$ cat config.mk
export PLATFORM = sky130hd
export DESIGN_NAME = f64_magnitude_subtract_core
export DESIGN_NICKNAME = d
export VERILOG_FILES = /design/src/rtl/fms_pkg.sv /design/src/rtl/fms_align.sv /design/src/rtl/fms_diff_lzc.sv /design/src/rtl/fms_norm.sv /design/src/rtl/fms_round.sv /design/src/rtl/f64_magnitude_subtract_core.sv
export SDC_FILE = /design/constraint.sdc
export NUM_CORES = 2
export LEC_CHECK = 0
export ABC_AREA = 1
export CORE_MARGIN = 2
export CORE_UTILIZATION = 45
export CTS_CLUSTER_DIAMETER = 60
export DETAILED_ROUTE_END_ITERATION = 8
export DONT_BUFFER_PORTS = 1
export PLACE_DENSITY = 0.65
export SLEW_MARGIN = 30
export SYNTH_ARGS = -nofsm -noshare
export SYNTH_HDL_FRONTEND = slang
export SYNTH_SLANG_ARGS = --single-unit
$ cat constraint.sdc
create_clock -name clk -period 14.3 [get_ports clk]
set_input_delay 1.43 -clock clk [delete_from_list [all_inputs] [get_ports clk]]
set_output_delay 1.43 -clock clk [all_outputs]
set_load 0.01 [all_outputs]
$ cat src/rtl/fms_pkg.sv
// Shared types, constants and helper functions for the binary64 magnitude
// subtract pipeline. No dependencies.
package fms_pkg;

    localparam logic [63:0] HIDDEN_ALIGNED = 64'h4000_0000_0000_0000;
    localparam logic [10:0] EXP_MAX = 11'h7FF;
    localparam logic [9:0]  ROUND_HALF = 10'h200;
    localparam logic signed [12:0] EXP_OVF_EDGE = 13'sh7FD;

    // Stage 1 record: operands unpacked, ordered and aligned.
    typedef struct packed {
        logic        eq;
        logic        zero;
        logic        sign;
        logic [10:0] ez;
        logic [10:0] ea_m;
        logic [63:0] big;
        logic [63:0] small_sig;
        logic [51:0] diff;
    } s1_t;

    // Stage 2 record: raw difference and its leading-zero count.
    typedef struct packed {
        logic        eq;
        logic        zero;
        logic        sign;
        logic [10:0] ez;
        logic [10:0] ea_m;
        logic [63:0] val;
        logic [6:0]  lz;
    } s2_t;

    // Stage 3 record: either a finished result or a normalized value to round.
    typedef struct packed {
        logic        direct;
        logic        sign;
        logic [63:0] result;
        logic [63:0] rsig;
        logic [10:0] rexp;
        logic        chk_ovf;
        logic        force_inf;
    } s3_t;

    // Right shift that ORs every bit shifted out into the lowest bit.
    function automatic logic [63:0] sticky_shr(input logic [63:0] v, input logic [5:0] d);
        logic [63:0] lost;
        lost = v & ~({64{1'b1}} << d);
        return (v >> d) | {63'b0, (lost != 64'b0)};
    endfunction

    // Leading-zero count of a 64-bit word; 64 for zero.
    function automatic logic [6:0] lzc64(input logic [63:0] v);
        logic [6:0] n;
        n = 7'd64;
        for (int i = 0; i < 64; i++)
        begin
            if (v[i])
            begin
                n = 7'(63 - i);
            end
        end
        return n;
    endfunction

endpackage

$ cat src/rtl/fms_align.sv
// Stage 1: unpacks the operands, orders them by exponent and aligns the
// smaller significand with a sticky right shift. Uses fms_pkg.
module fms_align
(
    input  logic           clk,
    input  logic           rst_n,
    input  logic           in_valid,
    input  logic [63:0]    a_bits,
    input  logic [63:0]    b_bits,
    input  logic           result_sign,
    output logic           out_valid,
    output fms_pkg::s1_t   out_rec
);

    logic         valid_reg;
    fms_pkg::s1_t rec_reg;
    fms_pkg::s1_t rec_next;

    logic [10:0] ea;
    logic [10:0] eb;
    logic [51:0] fa;
    logic [51:0] fb;
    logic        a_gt;
    logic [10:0] e_big;
    logic [10:0] e_small;
    logic [51:0] f_big;
    logic [51:0] f_small;
    logic [10:0] exp_gap;
    logic [63:0] s_small;

    always_comb
    begin
        ea = a_bits[62:52];
        eb = b_bits[62:52];
        fa = a_bits[51:0];
        fb = b_bits[51:0];
        a_gt = (ea > eb);
        e_big = a_gt ? ea : eb;
        e_small = a_gt ? eb : ea;
        f_big = a_gt ? fa : fb;
        f_small = a_gt ? fb : fa;
        exp_gap = e_big - e_small;
        // A subnormal operand has no hidden bit and an effective exponent of one.
        if (e_small != 11'd0)
        begin
            s_small = {2'b0, f_small, 10'b0} | fms_pkg::HIDDEN_ALIGNED;
        end
        else
        begin
            s_small = {1'b0, f_small, 11'b0};
        end

        rec_next.eq = (ea == eb);
        rec_next.zero = (fa == fb);
        rec_next.ez = e_big;
        rec_next.ea_m = (ea != 11'd0) ? ea - 11'd1 : 11'd0;
        rec_next.diff = (fa >= fb) ? fa - fb : fb - fa;
        rec_next.big = {2'b0, f_big, 10'b0} | fms_pkg::HIDDEN_ALIGNED;
        if (exp_gap > 11'd63)
        begin
            rec_next.small_sig = {63'b0, (s_small != 64'b0)};
        end
        else
        begin
            rec_next.small_sig = fms_pkg::sticky_shr(s_small, exp_gap[5:0]);
        end
        if (ea == eb)
        begin
            rec_next.sign = result_sign ^ (fa < fb);
        end
        else
        begin
            rec_next.sign = result_sign ^ ~a_gt;
        end
    end

    always_ff @(posedge clk or negedge rst_n)
    begin
        if (!rst_n)
        begin
            valid_reg <= 1'b0;
        end
        else
        begin
            valid_reg <= in_valid;
        end
    end

    always_ff @(posedge clk)
    begin
        rec_reg <= rec_next;
    end

    assign out_valid = valid_reg;
    assign out_rec = rec_reg;

endmodule

$ cat src/rtl/fms_diff_lzc.sv
// Stage 2: forms the significand difference and counts its leading zeros.
// Uses fms_pkg.
module fms_diff_lzc
(
    input  logic           clk,
    input  logic           rst_n,
    input  logic           in_valid,
    input  fms_pkg::s1_t   in_rec,
    output logic           out_valid,
    output fms_pkg::s2_t   out_rec
);

    logic         valid_reg;
    fms_pkg::s2_t rec_reg;
    fms_pkg::s2_t rec_next;
    logic [63:0]  val;

    always_comb
    begin
        val = in_rec.eq ? {12'b0, in_rec.diff} : in_rec.big - in_rec.small_sig;
        rec_next.eq = in_rec.eq;
        rec_next.zero = in_rec.zero;
        rec_next.sign = in_rec.sign;
        rec_next.ez = in_rec.ez;
        rec_next.ea_m = in_rec.ea_m;
        rec_next.val = val;
        rec_next.lz = fms_pkg::lzc64(val);
    end

    always_ff @(posedge clk or negedge rst_n)
    begin
        if (!rst_n)
        begin
            valid_reg <= 1'b0;
        end
        else
        begin
            valid_reg <= in_valid;
        end
    end

    always_ff @(posedge clk)
    begin
        rec_reg <= rec_next;
    end

    assign out_valid = valid_reg;
    assign out_rec = rec_reg;

endmodule

$ cat src/rtl/fms_norm.sv
// Stage 3: normalizes the difference, finishes exact results and prepares
// the rest for rounding, with sticky denormalization. Uses fms_pkg.
module fms_norm
(
    input  logic           clk,
    input  logic           rst_n,
    input  logic           in_valid,
    input  fms_pkg::s2_t   in_rec,
    output logic           out_valid,
    output fms_pkg::s3_t   out_rec
);

    logic         valid_reg;
    fms_pkg::s3_t rec_reg;
    fms_pkg::s3_t rec_next;

    logic [6:0]         sd_e;
    logic signed [12:0] ez_e;
    logic [5:0]         sh_e;
    logic [10:0]        exp_e;
    logic [5:0]         sd;
    logic signed [12:0] expn;
    logic signed [12:0] neg_exp;
    logic [63:0]        sig2;

    always_comb
    begin
        sd_e = in_rec.lz - 7'd11;
        ez_e = $signed({2'b0, in_rec.ea_m}) - $signed({6'b0, sd_e});
        if (ez_e < 0)
        begin
            sh_e = in_rec.ea_m[5:0];
            exp_e = 11'd0;
        end
        else
        begin
            sh_e = sd_e[5:0];
            exp_e = ez_e[10:0];
        end

        sd = (in_rec.lz > 7'd63) ? 6'd62 : 6'(in_rec.lz - 7'd1);
        expn = $signed({2'b0, in_rec.ez}) - 13'sd1 - $signed({7'b0, sd});
        neg_exp = -expn;
        sig2 = in_rec.val << sd;

        rec_next.sign = in_rec.sign;
        rec_next.direct = 1'b1;
        rec_next.result = 64'b0;
        rec_next.rsig = sig2;
        rec_next.rexp = expn[10:0];
        rec_next.chk_ovf = (expn == fms_pkg::EXP_OVF_EDGE);
        rec_next.force_inf = (expn > fms_pkg::EXP_OVF_EDGE);

        if (in_rec.eq)
        begin
            if (!in_rec.zero)
            begin
                rec_next.result = {in_rec.sign, 63'b0} + {1'b0, exp_e, 52'b0}
                                  + (in_rec.val << sh_e);
            end
        end
        else if (sd >= 6'd10 && expn >= 0 && expn < fms_pkg::EXP_OVF_EDGE)
        begin
            // Enough leading zeros that the result is exact.
            rec_next.result = {in_rec.sign, 63'b0} + {1'b0, expn[10:0], 52'b0}
                              + (in_rec.val << (sd - 6'd10));
        end
        else
        begin
            rec_next.direct = 1'b0;
            if (expn < 0)
            begin
                rec_next.rsig = fms_pkg::sticky_shr(sig2, neg_exp[5:0]);
                rec_next.rexp = 11'd0;
            end
        end
    end

    always_ff @(posedge clk or negedge rst_n)
    begin
        if (!rst_n)
        begin
            valid_reg <= 1'b0;
        end
        else
        begin
            valid_reg <= in_valid;
        end
    end

    always_ff @(posedge clk)
    begin
        rec_reg <= rec_next;
    end

    assign out_valid = valid_reg;
    assign out_rec = rec_reg;

endmodule

$ cat src/rtl/fms_round.sv
// Stage 4: rounds to nearest even, detects overflow and packs the result.
// Uses fms_pkg.
module fms_round
(
    input  logic           clk,
    input  logic           rst_n,
    input  logic           in_valid,
    input  fms_pkg::s3_t   in_rec,
    output logic           out_valid,
    output logic [63:0]    out_bits
);

    logic        valid_reg;
    logic [63:0] bits_reg;
    logic [63:0] bits_next;
    logic [63:0] sum;
    logic [53:0] rs;
    logic [10:0] rexp;

    always_comb
    begin
        sum = in_rec.rsig + {54'b0, fms_pkg::ROUND_HALF};
        rs = sum[63:10];
        // A tie clears the lowest bit.
        if (in_rec.rsig[9:0] == fms_pkg::ROUND_HALF)
        begin
            rs[0] = 1'b0;
        end
        rexp = (rs == 54'b0) ? 11'd0 : in_rec.rexp;
        if (in_rec.direct)
        begin
            bits_next = in_rec.result;
        end
        else if (in_rec.force_inf || (in_rec.chk_ovf && sum[63]))
        begin
            bits_next = {in_rec.sign, fms_pkg::EXP_MAX, 52'b0};
        end
        else
        begin
            bits_next = {in_rec.sign, 63'b0} + {1'b0, rexp, 52'b0} + {10'b0, rs};
        end
    end

    always_ff @(posedge clk or negedge rst_n)
    begin
        if (!rst_n)
        begin
            valid_reg <= 1'b0;
        end
        else
        begin
            valid_reg <= in_valid;
        end
    end

    always_ff @(posedge clk)
    begin
        bits_reg <= bits_next;
    end

    assign out_valid = valid_reg;
    assign out_bits = bits_reg;

endmodule

$ cat src/rtl/f64_magnitude_subtract_core.sv
// Binary64 magnitude subtract core: four-stage pipeline of align, subtract
// and leading-zero count, normalize, and round/pack. Uses fms_pkg.
// Throughput is one operation per cycle; busy is always low.
// Asynchronous active-low reset clears every stage valid bit.
module f64_magnitude_subtract_core
(
    input  logic        clk,
    input  logic        rst_n,
    input  logic        start,
    output logic        busy,
    input  logic [63:0] a_bits,
    input  logic [63:0] b_bits,
    input  logic        result_sign,
    output logic        done,
    output logic [63:0] diff_bits
);

    logic         v1;
    logic         v2;
    logic         v3;
    fms_pkg::s1_t r1;
    fms_pkg::s2_t r2;
    fms_pkg::s3_t r3;

    assign busy = 1'b0;

    fms_align u_align
    (
        .clk(clk),
        .rst_n(rst_n),
        .in_valid(start),
        .a_bits(a_bits),
        .b_bits(b_bits),
        .result_sign(result_sign),
        .out_valid(v1),
        .out_rec(r1)
    );

    fms_diff_lzc u_diff
    (
        .clk(clk),
        .rst_n(rst_n),
        .in_valid(v1),
        .in_rec(r1),
        .out_valid(v2),
        .out_rec(r2)
    );

    fms_norm u_norm
    (
        .clk(clk),
        .rst_n(rst_n),
        .in_valid(v2),
        .in_rec(r2),
        .out_valid(v3),
        .out_rec(r3)
    );

    fms_round u_round
    (
        .clk(clk),
        .rst_n(rst_n),
        .in_valid(v3),
        .in_rec(r3),
        .out_valid(done),
        .out_bits(diff_bits)
    );

endmodule
==> metrics.md <==
| Metric | Value |
|---|---|
| Status | finished with violations |
| Failing checks | DRC |
| Hold endpoint | u_diff.out_rec[81] |
| Yosys top cell area share | 0.210 |
| Vias | 54441 |
| Max clock buf depth | 3 |
| Leak Pwr | 23.9 nW |
| CP max stage cell | clkinv_1 |
| Core footprint | 104000 sq um |
| Max-slew violation count | 0 |
| TNS Setup | 0 ns |
| Pin slew with the least headroom to its limit | 1.08 ns |
| Dpl cells | 9173 |
| Max Fclk | 106 MHz |
| Clock skew | 0.0238 ns |
| Arr. time, crit path | 9.97 ns |
| Vias in the first global route | 49048 |
| Clock latency at the later pin of the worst-skew pair | 0.63 ns |
| Fin crit share | 0.662 |
| Layout Nets | 8216 |
| Share of cells above drive strength 1 | 0.0512 |
| Cells after synthesis | 8117 |
| CTS tree | yes |
| Buffers on Ports | 0 |
| Netlist cell types | 77 |
| CTS HTree Levels | 3 |
| CP Capture Type | flop |
| Overflow after GRT | 0 |
| Post-CTS Repair Setup Buffers | 0 |
| Die W | 327 um |
| Cell Area, Placed | 48100 sq um |
| Drt first pass iters | 9 |
| Mean Syn Cell Area | 5.80 sq um |
| Hold Path Depth | 0 |
| Most used cell along the critical path | nor2_1 |
| Pin count of the biggest net entering global routing | 118 |
| Hold_buf cts | 0 |
| RSZ-0062 raised after global routing | no |
| Fillers | 11388 |
| Overall power | 15.1 mW |
| Detailed placement HPWL | 185000 um |
| Post-synth EDFFs | 0 |
| Reg2reg setup slack | 4.83 ns |
| Crit Path Max Fanout | 91 |
| Async SR Flop Fraction | 0.00802 |
| GRT Util Overall | 0.406 |
| DRC viols | 2 |
| Gp weighted congestion | 1.07 |
| Starting Density | 0.454 |
| Non-Filler Instances | 9292 |
| Std cell rows | 118 |
| CTS Buf Count | 66 |
| Commonest register cell after synthesis | dfxtp_1 |
| MaxCap Viol Count | 0 |
| Initial antenna violation count | 10 |
| Vias per cell | 5.86 |
| R2R cell count | 46 |
| Final hold vios | 0 |
| HP Class | flop to flop |
| Final WL | 227000 um |
| Area leader, netlist | dfxtp_1 |
| Die ar. | 107000 sq um |
| DR WL/cell | 24.4 um |
| R2R Path Start | u_diff.out_rec[0] |
| Syn. warnings | 0 |
| Synthesized flop and latch total | 499 |
| Detail Route Antenna Nets | 0 |
| R2R Path End | u_norm.out_rec[140] |
| Worst-path clk slew | 0.06 ns |
| Top post-synthesis cells by area | dfxtp_1 (21%), nand2_1 (18%), o21ai_0 (15%), inv_1 (8.5%), ha_1 (5.7%) |
| CP Class | flop to flop |
| Slew HR | 0.270 |
| Final setup violation count | 0 |
| I/O Pins | 198 |
| Maximum vdd drop | 240 uV |
| Worst setup SP type | flop |
| Area of the mapped netlist | 47100 sq um |
| Cell area after layout | 50400 sq um |
| Register area share after synthesis | 0.213 |
| CP required | 14.81 ns |
| Clk sinks | 499 |
| Root Driver | clkbuf_16 |
| Syn nets | 8472 |
| Area delta synth->final | 7.03% |
| PD cells | 299 nW/um^2 |
| CP peak stage delay | 0.88 ns |
| Hold path start | u_align.out_rec[190] |
| Iteration-0 DRC Markers | 6842 |
| Post-CTS resize count | 0 |
| Hold slack | 0.317 ns |
| First-pass GRT wire length | 323000 um |
| Die H | 327 um |
| Fin crit period | 9.47 ns |
## cell type report
cell class              count  area [sq um]  area share
diodes                      1          2.50   0.0000497
clock buffers              78          1800      0.0357
clock inverters            40           507      0.0101
inverters                1107          4160      0.0825
multi-input cells        6095         31500       0.625
flip-flops and latches    499         10000       0.199
well taps                1380          1730      0.0343
repair buffers             92           691      0.0137
## how the worst max path moves through the flow
stage                                  from             endpoint  cells after the start
after floorplan           u_diff.out_rec[0]  u_norm.out_rec[139]                     46
after global placement    u_diff.out_rec[0]  u_norm.out_rec[140]                     46
after detailed placement  u_diff.out_rec[0]  u_norm.out_rec[140]                     46
after CTS                 u_diff.out_rec[0]  u_norm.out_rec[140]                     46
after global routing      u_diff.out_rec[0]  u_norm.out_rec[140]                     46
final                     u_diff.out_rec[0]  u_norm.out_rec[140]                     46
## placed cells by master (no fill, tap or decap), types with 78 or more instances in the layout
master and n:
a21oi_1 380, buf_4 92, dfxtp_1 494, ha_1 215, inv_1 1067, nand2_1 2251, nand3_1 291, nor2_1 556
o21ai_0 1373, o22ai_1 78, xor2_1 99
## stage by stage
step	setup slack [ns]	utilization
after floorplan	7.85	-
after global placement	5.02	0.464
after detailed placement	5.00	0.464
after CTS	5.01	0.486
after global routing	3.78	0.486
final	4.83	0.486
## where the power goes
part	internal, mW	switching, mW
registers	1.81	0.355
clock network	1.03	0.691
logic	2.90	8.30
total	5.74	9.34
## kinds of logic (layout without fill, tap and decap cells)
| kind of cell | count (synthesis) | in the layout | share of synthesized area |
|---|---|---|---|
| mux | 52 | 52 | 0.0111 |
| compound gates | 2272 | 2272 | 0.269 |
| fa+ha+maj | 223 | 223 | 0.0604 |
| other cells | 1 | 2 | 0.0000796 |
| flops | 499 | 499 | 0.213 |
| simple gates | 3400 | 3400 | 0.296 |
| xor+xnor | 147 | 147 | 0.0275 |
| buf+inv | 1523 | 1317 | 0.122 |
## sequential cells by signal (all words and copies together), names as in the netlist
register           cells
u_align.out_rec      192
u_norm.out_rec       143
u_diff.out_rec        96
u_round.out_bits      64
u_align.out_valid      1
u_diff.out_valid       1
u_norm.out_valid       1
u_round.out_valid      1
## cells in the mapped netlist (all sizes together) (3+ instances only)
library cell	count
nand2	2259
o21ai	1417
inv	1096
nor2	585
dfxtp	495
a21oi	384
clkbuf	320
nand3	304
ha	216
xor2	103
buf	96
o22ai	78
o211ai	75
nor3	71
a31oi	67
or2	67
o221ai	57
mux2i	52
nand4	52
nor4	46
xnor2	44
o21a	25
a32o	22
o21bai	20
a221oi	19
a21boi	18
o2111ai	12
clkinv	11
a211oi	10
a22oi	10
o31ai	9
o32ai	9
a2111oi	7
a21o	7
a22o	7
fa	7
a311oi	5
and3	5
o311ai	5
and2	4
dfrtp	4
nand3b	3
## worst max-delay path, delay by kind of cell (launching register included)
family / cells / cell delay (ns)
AND/OR/NAND/NOR: 17 / 2.06
flip-flops: 1 / 0.45
buffers and inverters: 9 / 2.34
AO/OA/AOI/OAI: 13 / 2.70
XOR/XNOR: 3 / 0.66
multiplexers: 1 / 0.25
adder cells (fa/ha/maj): 3 / 0.89
## per-layer routing
metal / track usage / wire length [um]
met3: 0.0628 / 18700
met4: 0.302 / 19600
met2: 0.630 / 97500
met1: 0.508 / 90800
met5: 0 / 34
(Power assumes the default switching activity.)
